==> src/rtl/core/btmx_pkg.sv <==
// Shared types, constants and codes of the binary trie maximum-XOR block.
package btmx_pkg;

    localparam int KEY_BITS   = 32;
    localparam int NODE_COUNT = 65536;
    localparam int COUNT_BITS = 16;

    localparam int LINK_BITS = $clog2(NODE_COUNT);
    localparam int PTR_BITS  = $clog2(NODE_COUNT + 1);
    localparam int CAP_BITS  = PTR_BITS + 8;
    localparam int IDX_BITS  = $clog2(KEY_BITS);

    typedef logic [1:0]            action_t;
    typedef logic [31:0]           word_t;
    typedef logic [1:0]            status_t;
    typedef logic [KEY_BITS-1:0]   key_t;
    typedef logic [LINK_BITS-1:0]  link_t;
    typedef logic [COUNT_BITS-1:0] count_t;
    typedef logic [PTR_BITS-1:0]   ptr_t;
    typedef logic [CAP_BITS-1:0]   cap_t;
    typedef logic [IDX_BITS-1:0]   idx_t;
    typedef logic [1:0]            walk_t;

    localparam action_t ACT_INSERT = 2'd0;
    localparam action_t ACT_REMOVE = 2'd1;
    localparam action_t ACT_QUERY  = 2'd2;

    localparam status_t ST_OK     = 2'd0;
    localparam status_t ST_EMPTY  = 2'd1;
    localparam status_t ST_FULL   = 2'd2;
    localparam status_t ST_ABSENT = 2'd3;

    localparam walk_t WALK_NONE   = 2'd0;
    localparam walk_t WALK_CHECK  = 2'd1;
    localparam walk_t WALK_UPDATE = 2'd2;
    localparam walk_t WALK_QUERY  = 2'd3;

    localparam count_t COUNT_MAX = '1;

    typedef struct packed {
        link_t  zero;
        link_t  one;
        count_t count;
    } entry_t;

    typedef struct packed {
        logic    load;
        logic    restart;
        logic    step_a;
        logic    step_b;
        logic    leaf;
        logic    emit;
        walk_t   walk;
        status_t status;
    } cmd_t;

    typedef struct packed {
        action_t action;
        logic    last_bit;
        logic    child_missing;
        logic    child_empty;
        logic    set_empty;
        logic    total_full;
        logic    pool_room;
        logic    pool_fits;
        logic    out_free;
    } stat_t;

endpackage

==> src/rtl/core/btmx_ctrl.sv <==
// Controller state machine that sequences the trie walks.
module btmx_ctrl (
    input  logic              clk,
    input  logic              rst_n,
    input  logic              req_valid,
    output logic              req_ready,
    output btmx_pkg::cmd_t    cmd,
    input  btmx_pkg::stat_t   stat
);

    localparam logic [3:0] S_IDLE  = 4'd0;
    localparam logic [3:0] S_DISP  = 4'd1;
    localparam logic [3:0] S_CHK_A = 4'd2;
    localparam logic [3:0] S_CHK_B = 4'd3;
    localparam logic [3:0] S_UPD_A = 4'd4;
    localparam logic [3:0] S_UPD_B = 4'd5;
    localparam logic [3:0] S_UPD_W = 4'd6;
    localparam logic [3:0] S_QRY_A = 4'd7;
    localparam logic [3:0] S_QRY_B = 4'd8;
    localparam logic [3:0] S_DONE  = 4'd9;

    logic [3:0]         state_reg;
    logic [3:0]         state_next;
    btmx_pkg::status_t  status_reg;
    btmx_pkg::status_t  status_next;

    always_comb
    begin
        state_next  = state_reg;
        status_next = status_reg;
        cmd         = '0;
        cmd.status  = status_reg;
        req_ready   = (state_reg == S_IDLE);
        unique case (state_reg)
            S_IDLE:
            begin
                if (req_valid)
                begin
                    cmd.load   = 1'b1;
                    state_next = S_DISP;
                end
            end
            S_DISP:
            begin
                status_next = btmx_pkg::ST_OK;
                unique case (stat.action)
                    btmx_pkg::ACT_INSERT:
                    begin
                        priority if (stat.total_full)
                        begin
                            status_next = btmx_pkg::ST_FULL;
                            state_next  = S_DONE;
                        end
                        else if (stat.pool_room)
                        begin
                            state_next = S_UPD_A;
                        end
                        else
                        begin
                            state_next = S_CHK_A;
                        end
                    end
                    btmx_pkg::ACT_REMOVE:
                    begin
                        state_next = S_CHK_A;
                    end
                    btmx_pkg::ACT_QUERY:
                    begin
                        if (stat.set_empty)
                        begin
                            status_next = btmx_pkg::ST_EMPTY;
                            state_next  = S_DONE;
                        end
                        else
                        begin
                            state_next = S_QRY_A;
                        end
                    end
                    default:
                    begin
                        state_next = S_DONE;
                    end
                endcase
            end
            S_CHK_A:
            begin
                cmd.walk   = btmx_pkg::WALK_CHECK;
                cmd.step_a = 1'b1;
                if (stat.child_missing)
                begin
                    if (stat.action == btmx_pkg::ACT_INSERT)
                    begin
                        if (stat.pool_fits)
                        begin
                            cmd.restart = 1'b1;
                            state_next  = S_UPD_A;
                        end
                        else
                        begin
                            status_next = btmx_pkg::ST_FULL;
                            state_next  = S_DONE;
                        end
                    end
                    else
                    begin
                        status_next = btmx_pkg::ST_ABSENT;
                        state_next  = S_DONE;
                    end
                end
                else
                begin
                    state_next = S_CHK_B;
                end
            end
            S_CHK_B:
            begin
                cmd.walk = btmx_pkg::WALK_CHECK;
                priority if (stat.action == btmx_pkg::ACT_REMOVE && stat.child_empty)
                begin
                    status_next = btmx_pkg::ST_ABSENT;
                    state_next  = S_DONE;
                end
                else if (stat.last_bit)
                begin
                    cmd.restart = 1'b1;
                    state_next  = S_UPD_A;
                end
                else
                begin
                    cmd.step_b = 1'b1;
                    state_next = S_CHK_A;
                end
            end
            S_UPD_A:
            begin
                cmd.walk   = btmx_pkg::WALK_UPDATE;
                cmd.step_a = 1'b1;
                state_next = S_UPD_B;
            end
            S_UPD_B:
            begin
                cmd.walk   = btmx_pkg::WALK_UPDATE;
                cmd.step_b = 1'b1;
                state_next = stat.last_bit ? S_UPD_W : S_UPD_A;
            end
            S_UPD_W:
            begin
                cmd.leaf    = 1'b1;
                status_next = btmx_pkg::ST_OK;
                state_next  = S_DONE;
            end
            S_QRY_A:
            begin
                cmd.walk   = btmx_pkg::WALK_QUERY;
                state_next = S_QRY_B;
            end
            S_QRY_B:
            begin
                cmd.walk   = btmx_pkg::WALK_QUERY;
                cmd.step_b = 1'b1;
                state_next = stat.last_bit ? S_DONE : S_QRY_A;
            end
            S_DONE:
            begin
                if (stat.out_free)
                begin
                    cmd.emit   = 1'b1;
                    state_next = S_IDLE;
                end
            end
            default:
            begin
                state_next = S_IDLE;
            end
        endcase
    end

    always_ff @(posedge clk or negedge rst_n)
    begin
        if (!rst_n)
        begin
            state_reg  <= S_IDLE;
            status_reg <= btmx_pkg::ST_OK;
        end
        else
        begin
            state_reg  <= state_next;
            status_reg <= status_next;
        end
    end

`ifndef SYNTH
    a_emit_free: assert property (@(posedge clk) disable iff (!rst_n)
        cmd.emit |-> stat.out_free)
        else $error("result written while the output register is occupied");

    a_query_nonempty: assert property (@(posedge clk) disable iff (!rst_n)
        state_reg == S_QRY_A |-> !stat.set_empty)
        else $error("query walk started on an empty set");

    a_insert_room: assert property (@(posedge clk) disable iff (!rst_n)
        (state_reg == S_UPD_A && stat.action == btmx_pkg::ACT_INSERT) |-> !stat.total_full)
        else $error("insert update walk with the key count at its limit");
`endif

endmodule

==> config.mk <==
export PLATFORM = sky130hd
export DESIGN_NAME = btmx_ctrl
export DESIGN_NICKNAME = d
export VERILOG_FILES = /design/src/rtl/core/btmx_pkg.sv /design/src/rtl/core/btmx_ctrl.sv
export SDC_FILE = /design/constraint.sdc
export NUM_CORES = 1
export LEC_CHECK = 0
export BUFFER_PORTS_ARGS = -buffer_cell sky130_fd_sc_hd__buf_2
export CAP_MARGIN = 20
export CORE_MARGIN = 4
export CORE_UTILIZATION = 52
export DETAILED_ROUTE_END_ITERATION = 16
export PLACE_DENSITY = 0.82
export SLEW_MARGIN = 20
export SYNTH_ARGS = -nofsm -noshare
export SYNTH_HDL_FRONTEND = slang
export SYNTH_SLANG_ARGS = --single-unit
export TNS_END_PERCENT = 5
==> constraint.sdc <==
create_clock -name clk -period 3.1 [get_ports clk]
set_clock_uncertainty 0.1 [all_clocks]
set_input_delay 0.155 -clock clk [delete_from_list [all_inputs] [get_ports clk]]
set_output_delay 0.155 -clock clk [all_outputs]
set_load 0.05 [all_outputs]
== After elaboration in Yosys (flattened, before gate mapping) ==
Index checks and enable logic that the tools add are counted.

* Logic and storage cells: 67
* Memories: 0
* Memory bits (writable): 0
* Latch bits: 0
* Output and inout bits: 11
* Bits in read-only memories: 0
* Input bits: 13
* Bits in registers: 6

* Multipliers: 0
* Muxes and demuxes: 38
* Reductions and logical operators: 11
* Equal/unequal tests: 16
* Shift-type cells: 0
* $add $sub $neg: 0
* Bitwise operators: 0
* Order comparisons: 0
* Divide/modulo/power cells: 0

{| class="wikitable"
|+ Operators with widths
! kind !! number
|-
| $pmux W4 S10 || 1
|-
| $mux W4 || 9
|-
| $eq A4 B3 Y1 const B || 4
|-
| $mux W1 || 14
|-
| $mux W2 || 6
|-
| $pmux W4 S3 || 1
|-
| $reduce_or A2 Y1 || 5
|-
| $eq A4 B2 Y1 const B || 2
|-
| $eq A4 B4 Y1 const B || 2
|-
| $ne A2 B2 Y1 const B || 4
|-
| $pmux W2 S4 || 1
|-
| $mux W3 || 2
|-
| $pmux W2 S3 || 1
|-
| $eq A4 B1 Y1 const B || 1
|-
| $logic_not A4 Y1 || 1
|-
| $pmux W1 S2 || 2
|-
| $pmux W2 S2 || 1
|-
| $reduce_and A4 Y1 || 1
|-
| $reduce_bool A4 Y1 || 1
|-
| $ne A3 B3 Y1 const B || 1
|-
| $eq A2 B1 Y1 const B || 1
|-
| $eq A2 B2 Y1 const B || 1
|-
| $logic_not A2 Y1 || 1
|-
| $reduce_and A2 Y1 || 1
|-
| $logic_and A1 B1 Y1 || 1
|}

== Depth between registers and ports, before layout ==
Gate-level depths: netlist of run 1.

* Depth in word-level cells: 4
* Mapped depth: 5
* Depth with buffers taken out: 4

== Least setup slack after synthesis of run 1 ==
No wires, ideal clock.

* Kind: register -> output
* Start point: reg state_reg[1]
* End point: out cmd[9] in the netlist's numbering
* Path buffers: 1
* Arrival time: 2727 ps
* Required time: 2845 ps
* Stages on the path, launching flop included: 4
* Path slack: 118 ps
* Cell sequence: dfrtp_1 buf_2 nor4_1 and2_1

{| class="wikitable"
|+ RTL lines
! element !! RTL line !! source
|-
| start, declared || btmx_ctrl.sv:22 || <nowiki>logic [3:0] state_reg;</nowiki>
|-
| start signal, assigned || btmx_ctrl.sv:187 || <nowiki>state_reg <= state_next;</nowiki>
|-
| end, declared || btmx_ctrl.sv:7 || <nowiki>output btmx_pkg::cmd_t cmd,</nowiki>
|}

==> results of run 1 <==
==> report_power, final <==
part	switching [µW]	internal, µW
clock	28.5	43.8
combinational	374	185
sequential	101	110
total	504	339
==> metrics by stage <==
step / cell area (µm²) / std cells
global route: 838.3 / 126
floorplan: 723.2 / 92
CTS: 838.3 / 126
global placement: 805.8 / 122
detailed placement: 805.8 / 122
finish: 838.3 / 126
==> cells by family (layout without fill, tap and decap cells) <==
| kind of cell | count (synthesis) | after routing | share of synthesized area [%] |
|---|---|---|---|
| buf+inv | 12 | 31 | 9.168 |
| flops | 6 | 6 | 20.76 |
| simple gates | 44 | 44 | 35.82 |
| compound gates | 27 | 27 | 30.10 |
| mux | 2 | 2 | 2.941 |
| xor+xnor | 1 | 1 | 1.211 |
==> per-layer routing <==
metal	up-vias	track usage, %
met4	0	5.263
met3	4	6.375
met1	360	23.49
li1	380	-
met2	51	30.51
met5	-	0
==> area by class of cell <==
class / instances / area (µm²)
multi-input cells: 74 / 506.7
fillers: 115 / 462.9
flip-flops and latches: 6 / 150.1
repair buffers: 24 / 125.1
clock buffers: 3 / 22.52
well taps: 15 / 18.77
inverters: 4 / 15.01
==> worst register-to-register path, delay by kind of cell (launching register included) <==
kind	cells	cell delay, ns
DFF	1	0.67
AOI/OAI and AO/OA	2	0.36
muxes	1	0.32
buffers and inverters	1	0.27
==> worst max path at each step <==
stage                            start             to  slack [ns]  depth (start not counted)
final                     state_reg[0]         cmd[4]        0.97                          3
after global routing      state_reg[0]         cmd[4]        0.85                          3
after CTS                 state_reg[0]         cmd[4]        1.01                          3
after detailed placement  state_reg[0]  status_reg[1]        1.28                          4
after global placement    state_reg[0]         cmd[4]        1.33                          3
after floorplan           state_reg[1]         cmd[9]        0.12                          3
==> cells in the mapped netlist, types with 2 or more instances <==
master / number
o22ai_1: 2
inv_1: 4
nor4_1: 2
and2_1: 3
buf_2: 5
nand2b_1: 4
o21ai_0: 5
nand2_1: 5
or3b_1: 3
nor3_1: 4
nor2b_1: 2
nor2_1: 10
nand3_1: 4
a21oi_1: 3
dfrtp_1: 6
a31oi_1: 2
buf_6: 2
o21ai_1: 2
==> timing repair <==
action	in CTS	in global routing
hold buffers	1	0
hold endpoints to repair	6	0
endpoints found under the setup margin	0	0
==> run_results.csv, run 1 <==
group,metric,value,unit
synthesis,synthTopCellsByArea,"dfrtp_1 21%, nor2_1 5.2%, a2111oi_4 3.8%, or3b_1 3.6%, buf_2 3.5%",
floorplan,initial_core_util,55.58,%
detailed_routing,vias,795,
synthesis,post_synth_instance_area,723.2,µm²
detailed_routing,finalWirelength,1773,µm
timing,whs,0.08896,ns
clock_tree,tritoncts.num_buffers,3,
floorplan,rows,13,
clock_tree,tritoncts_clock_tree,"done",
worst_setup_path,cp_data_required_time,2.84,ns
synthesis,synth.yosys.seq_area_share,20.76,%
worst_setup_path,worst_r2r_startpoint,"state_reg[0]",
min_path,worst_hold_path_type,"in2reg",
detailed_routing,wl_met1,688,µm
power,total_power,842.8,µW
layout,layout.core_utilization,64.42,%
place,final_wtd_congestion,0.8393,
synthesis,yosys.cell_types.count,42,
worst_setup_path,rr_endpoint,"status_reg[1]",
worst_setup_path,worstPathArrival,1.88,ns
synthesis,synth.top_cell.area_share,20.76,%
timing,post-route-min-period,2.132,ns
timing,finalMaxSlewViolations,0,
clock_tree,post_cts_buffers,0,
global_routing,grt_pass1_vias,650,
run,maxCapViolCount,0,
worst_setup_path,crit_chain,"inv_1 -> nor4_1 -> buf_2",
synthesis,synthesis.area_per_instance,7.861,µm²
detailed_routing,wl_met2,864,µm
global_routing,grt_pass1_wl,2753,µm
detailed_routing,highest-signal-layer,"met4",
worst_setup_path,critPathTopFamily,"flip-flops",
floorplan,coreArea,1301,µm²
detailed_routing,wl_per_cell,14.07,µm
worst_setup_path,cp-end-kind,"output pin",
layout,final_common_cell,"buf_2",
timing,pnr_worst_setup_slack,0.9676,ns
synthesis,yosys_most_used_dff,"dfrtp_1",
timing,final-setup-viol-count,0,
clock_tree,htree_levels,1,
timing,max_fclk,469.0,MHz
clock_tree,clk_pin_slew,0.05,ns
synthesis,synthesis.yosys.warnings,0,
timing,grt_setup_unrepaired,"false",
layout,area_growth_from_synthesis_to_final_layout,15.92,%
detailed_routing,via_per_inst,6.310,
min_path,hp-start,"stat[0]",
floorplan,design.die.area,2051,µm²
worst_setup_path,critPathMaxFanout,19,
global_routing,globalRouteOverflowTotal,0,
timing,slew_headroom,59.04,%
clock_tree,clock-sinks,6,
detailed_routing,first_pass_iters,4,
worst_setup_path,critPathKind,"reg2out",
layout,antenna-diode-count,0,
synthesis,synth-edff-count,0,
clock_tree,clock_tree.buffer_depth,2,
power,power-per-cell-area,1005,nW/µm²
floorplan,ioPinCount,24,
synthesis,synth_top_area_cell,"dfrtp_1",
synthesis,postSynthNetCount,105,
worst_setup_path,critical_path_buf_inv_count,2,
layout,final_net_count,126,
detailed_routing,first_iter_violations,17,
place,port-buffer-count,23,
detailed_routing,drtAntennaViolNets,0,
clock_tree,insertion_delay_of_the_later_clocked_pin_in_the_worst_skew_pair,0.25,ns
worst_setup_path,worstRegToRegCells,4,
floorplan,dieHeight,45.29,µm
detailed_routing,met3_length,194,µm
worst_setup_path,cpPeakStageDelay,0.67,ns
min_path,min_to,"state_reg[0]",
global_routing,antenna_violations_before_repair,0,
worst_setup_path,worstSetupStartpointType,"flop",
place,worst_setup_timing_slack_at_the_placement_stage,1.280,ns
timing,setup_tns,0,ns
layout,largest_register_ffs,4,
synthesis,postSynthRegisterBits,6,
worst_setup_path,register_to_register_setup_slack,1.25,ns
global_routing,grt_util_all_layers,18.79,%
power,leakage,0.0003854,µW
global_routing,grt_max_degree,21,
outcome,outcome,"completed",
timing,layout_worst_path_cycle_share,68.79,%
power,vdd_ir_drop_max,0.0003476,V
worst_setup_path,worst_path_slowest_cell,"dfrtp_1",
layout,share_of_cells_above_drive_strength_1,29.73,%
place,dp_hpwl,1397,µm
timing,finalHoldViolations,0,
floorplan,dieWidth,45.29,µm
timing,tightest_pin_transition,0.6143,ns
layout,most_used_cells_in_the_layout_excluding_fill_and_tap_cells,"23 x buf_2, 10 x nor2_1, 6 x dfrtp_1",
min_path,number_of_cells_on_the_worst_hold_path,4,
clock_tree,cts-root-buf,"clkbuf_4",
detailed_routing,drc_errors,0,
synthesis,post_synth_inst_count,92,
synthesis,synthArstFlopShare,100.0,%
clock_tree,cts_resized,0,
Power figures use the tool's default switching activity.
==> run 2: changes to the inputs <==
- ABC_AREA: default -> 1
- CORE_UTILIZATION: 52 -> 43
- PLACE_DENSITY: 0.82 -> 0.74
- clock period: 3.1 -> 1.95 ns (I/O delays scaled with it)
==> run 2 against run 1 <==
Net effect: worst setup slack got worse by 0.85 ns; sequential share of layout area is 0.31 points higher; global-route usage up 1.0 points; critical path type unchanged; critical endpoint is now cmd[8]; largest power group unchanged.
==> run_results.csv, run 2 <==
group,metric,value,unit
outcome,outcome,"completed",
layout,largest_register_ffs,4,
timing,post-route-min-period,1.836,ns
power,vdd_ir_drop_max,0.0009683,V
global_routing,grt_pass1_vias,704,
detailed_routing,vias,827,
timing,layout_worst_path_cycle_share,94.14,%
floorplan,dieWidth,46.86,µm
detailed_routing,wl_met1,823,µm
min_path,number_of_cells_on_the_worst_hold_path,3,
detailed_routing,drc_errors,0,
synthesis,synthesis.yosys.warnings,0,
floorplan,dieHeight,46.86,µm
synthesis,synth.yosys.seq_area_share,23.12,%
detailed_routing,drtAntennaViolNets,0,
timing,setup_tns,0,ns
layout,layout.core_utilization,60.81,%
floorplan,initial_core_util,47.53,%
worst_setup_path,cp-end-kind,"output pin",
synthesis,synth.top_cell.area_share,24.28,%
synthesis,postSynthNetCount,130,
global_routing,antenna_violations_before_repair,0,
synthesis,synthesis.area_per_instance,5.550,µm²
layout,area_growth_from_synthesis_to_final_layout,27.94,%
synthesis,postSynthRegisterBits,6,
clock_tree,clock_tree.buffer_depth,2,
run,maxCapViolCount,0,
worst_setup_path,worstPathArrival,1.64,ns
detailed_routing,finalWirelength,1888,µm
timing,pnr_worst_setup_slack,0.1142,ns
timing,final-setup-viol-count,0,
detailed_routing,wl_per_cell,11.87,µm
synthesis,yosys.cell_types.count,17,
clock_tree,htree_levels,1,
floorplan,coreArea,1366,µm²
floorplan,rows,13,
detailed_routing,first_iter_violations,28,
synthesis,synthMostInstantiatedCell,"nand2_1",
detailed_routing,highest-signal-layer,"met4",
clock_tree,clk_pin_slew,0.05,ns
power,total_power,1428,µW
power,power-per-cell-area,1719,nW/µm²
timing,tightest_pin_transition,0.3201,ns
detailed_routing,wl_met2,876,µm
global_routing,globalRouteOverflowTotal,0,
min_path,hp-start,"stat[6]",
worst_setup_path,rr_endpoint,"state_reg[1]",
power,leakage,0.0005182,µW
place,worst_setup_timing_slack_at_the_placement_stage,0.3326,ns
layout,final_net_count,159,
min_path,min_to,"state_reg[1]",
floorplan,ioPinCount,24,
synthesis,post_synth_instance_area,649.4,µm²
clock_tree,cts-root-buf,"clkbuf_4",
synthesis,synthArstFlopShare,100.0,%
synthesis,synth_common_cells,"42 x nand2_1, 16 x inv_1, 15 x nor2_1",
clock_tree,clock-sinks,6,
power,sequentialPowerShare,18.5,%
detailed_routing,first_pass_iters,4,
power,p_switching,903.9,µW
worst_setup_path,worst_path_slowest_cell,"dfrtp_2",
worst_setup_path,worstSetupStartpointType,"flop",
detailed_routing,via_per_inst,5.201,
global_routing,grt_pass1_wl,3070,µm
power,power.internal,523.8,µW
worst_setup_path,worst_r2r_startpoint,"state_reg[1]",
synthesis,yosys_most_used_dff,"dfrtp_1",
layout,share_of_cells_above_drive_strength_1,28.47,%
power,comb_power_share,73.2,%
synthesis,post_synth_inst_count,117,
timing,grt_setup_unrepaired,"false",
layout,design_area,830.8,µm²
floorplan,design.die.area,2196,µm²
detailed_routing,met3_length,158,µm
global_routing,grt_util_all_layers,19.81,%
place,final_wtd_congestion,0.9253,
worst_setup_path,critical_path_buf_inv_count,2,
worst_setup_path,crit_chain,"nor2_4 -> nand2_2 -> nor2_1 -> a21oi_1 -> inv_1 -> buf_2",
layout,final_common_cell,"nand2_1",
clock_tree,tritoncts.num_buffers,3,
clock_tree,insertion_delay_of_the_later_clocked_pin_in_the_worst_skew_pair,0.25,ns
power,proportion_of_total_power_due_to_net_switching,63.31,%
synthesis,synth-edff-count,0,
global_routing,grt_max_degree,8,
power,clkPwrFrac,8.4,%
worst_setup_path,register_to_register_setup_slack,0.47,ns
place,placed_cell_area,789.5,µm²
timing,slew_headroom,78.58,%
worst_setup_path,cp_data_required_time,1.75,ns
clock_tree,tritoncts_clock_tree,"done",
timing,max_fclk,544.7,MHz
worst_setup_path,critPathMaxFanout,7,
place,port-buffer-count,23,
place,dp_hpwl,1498,µm
timing,finalMaxSlewViolations,0,
worst_setup_path,cpPeakStageDelay,0.47,ns
synthesis,synthTopCellsByArea,"nand2_1 24%, dfrtp_1 23%, nand3_1 10%, inv_1 9.2%, nor2_1 8.7%",
layout,most_used_cells_in_the_layout_excluding_fill_and_tap_cells,"42 x nand2_1, 22 x buf_2, 16 x inv_1",
worst_setup_path,critPathKind,"reg2out",
synthesis,synth_top_area_cell,"nand2_1",
min_path,worst_hold_path_type,"in2reg",
clock_tree,post_cts_buffers,0,
layout,antenna-diode-count,0,
worst_setup_path,critPathTopFamily,"simple AND/OR/NAND/NOR gates",
timing,finalHoldViolations,0,
worst_setup_path,worstRegToRegCells,7,
[run 2: changes by cell type after synthesis, sizes merged, moves of 3 or more]
cell and change:
nor2 +9, nand2 +39, buf -8, nand2b -4, and2 -3, nor3 -3, inv +14, nand4 +3
nand3 +11, or3b -3
[run 2: per-layer routing]
| layer | global-route usage, % | vias up |
|---|---|---|
| met4 | 7.735 | 0 |
| met2 | 29.27 | 36 |
| met1 | 26.91 | 359 |
| li1 | - | 426 |
| met5 | 0 | - |
| met3 | 6.130 | 6 |
[run 2: final cells by class]
cell class,count,area (µm²)
Fill cell,145,535.5
Tap cell,15,18.77
Timing Repair Buffer,24,127.6
Sequential cell,6,151.4
Multi-Input combinational cell,93,442.9
Inverter,18,67.56
Clock buffer,3,22.52
[run 2: per-stage QoR]
stage	cells	hold slack, ns
final	159	0.07861
after CTS	159	0.08002
after detailed placement	155	-0.1756
after floorplan	117	-0.2981
after global placement	155	-0.1756
after global routing	159	0.08932
[run 2: logic make-up (layout without fill, tap and decap cells)]
kind of cell / count (synthesis) / count (layout) / share of synthesized area, %
AOI/OAI and AO/OA: 9 / 9 / 7.513
buffers and inverters: 18 / 45 / 10.41
DFF: 6 / 6 / 23.12
and+or+nand+nor: 84 / 84 / 58.96
[run 2: worst reg2reg max path: stages, from the launching register on]
cell and delay, ns:
dfrtp_1 0.45, inv_1 0.14, nand2_1 0.11, nor2_1 0.30, nand2_1 0.08, nor2_1 0.10, nor2_1 0.05, nand3_1 0.08
[run 2: worst max path at each step]
stage	end	from	cells after the start
2_1_floorplan	cmd[4]	state_reg[3]	2
3_3_place_gp	cmd[2]	state_reg[1]	6
3_5_place_dp	cmd[6]	state_reg[3]	8
4_1_cts	cmd[6]	state_reg[3]	8
5_1_grt	cmd[6]	state_reg[1]	6
6_report	cmd[8]	state_reg[3]	6
[run 2: power groups by stage]
stage / clock, µW / sequential [µW] / combinational (µW)
2_1_floorplan: 0 / 303 / 752
3_3_place_gp: 0 / 255 / 1020
3_5_place_dp: 0 / 257 / 1030
4_1_cts: 121 / 257 / 1030
5_1_grt: 132 / 274 / 1150
6_report: 119 / 264 / 1040
[run 2: timing repair]
item	CTS	global route
hold buffers	1	0
setup endpoints to repair	0	4
gates resized for setup	0	4
hold endpoints to repair	6	0
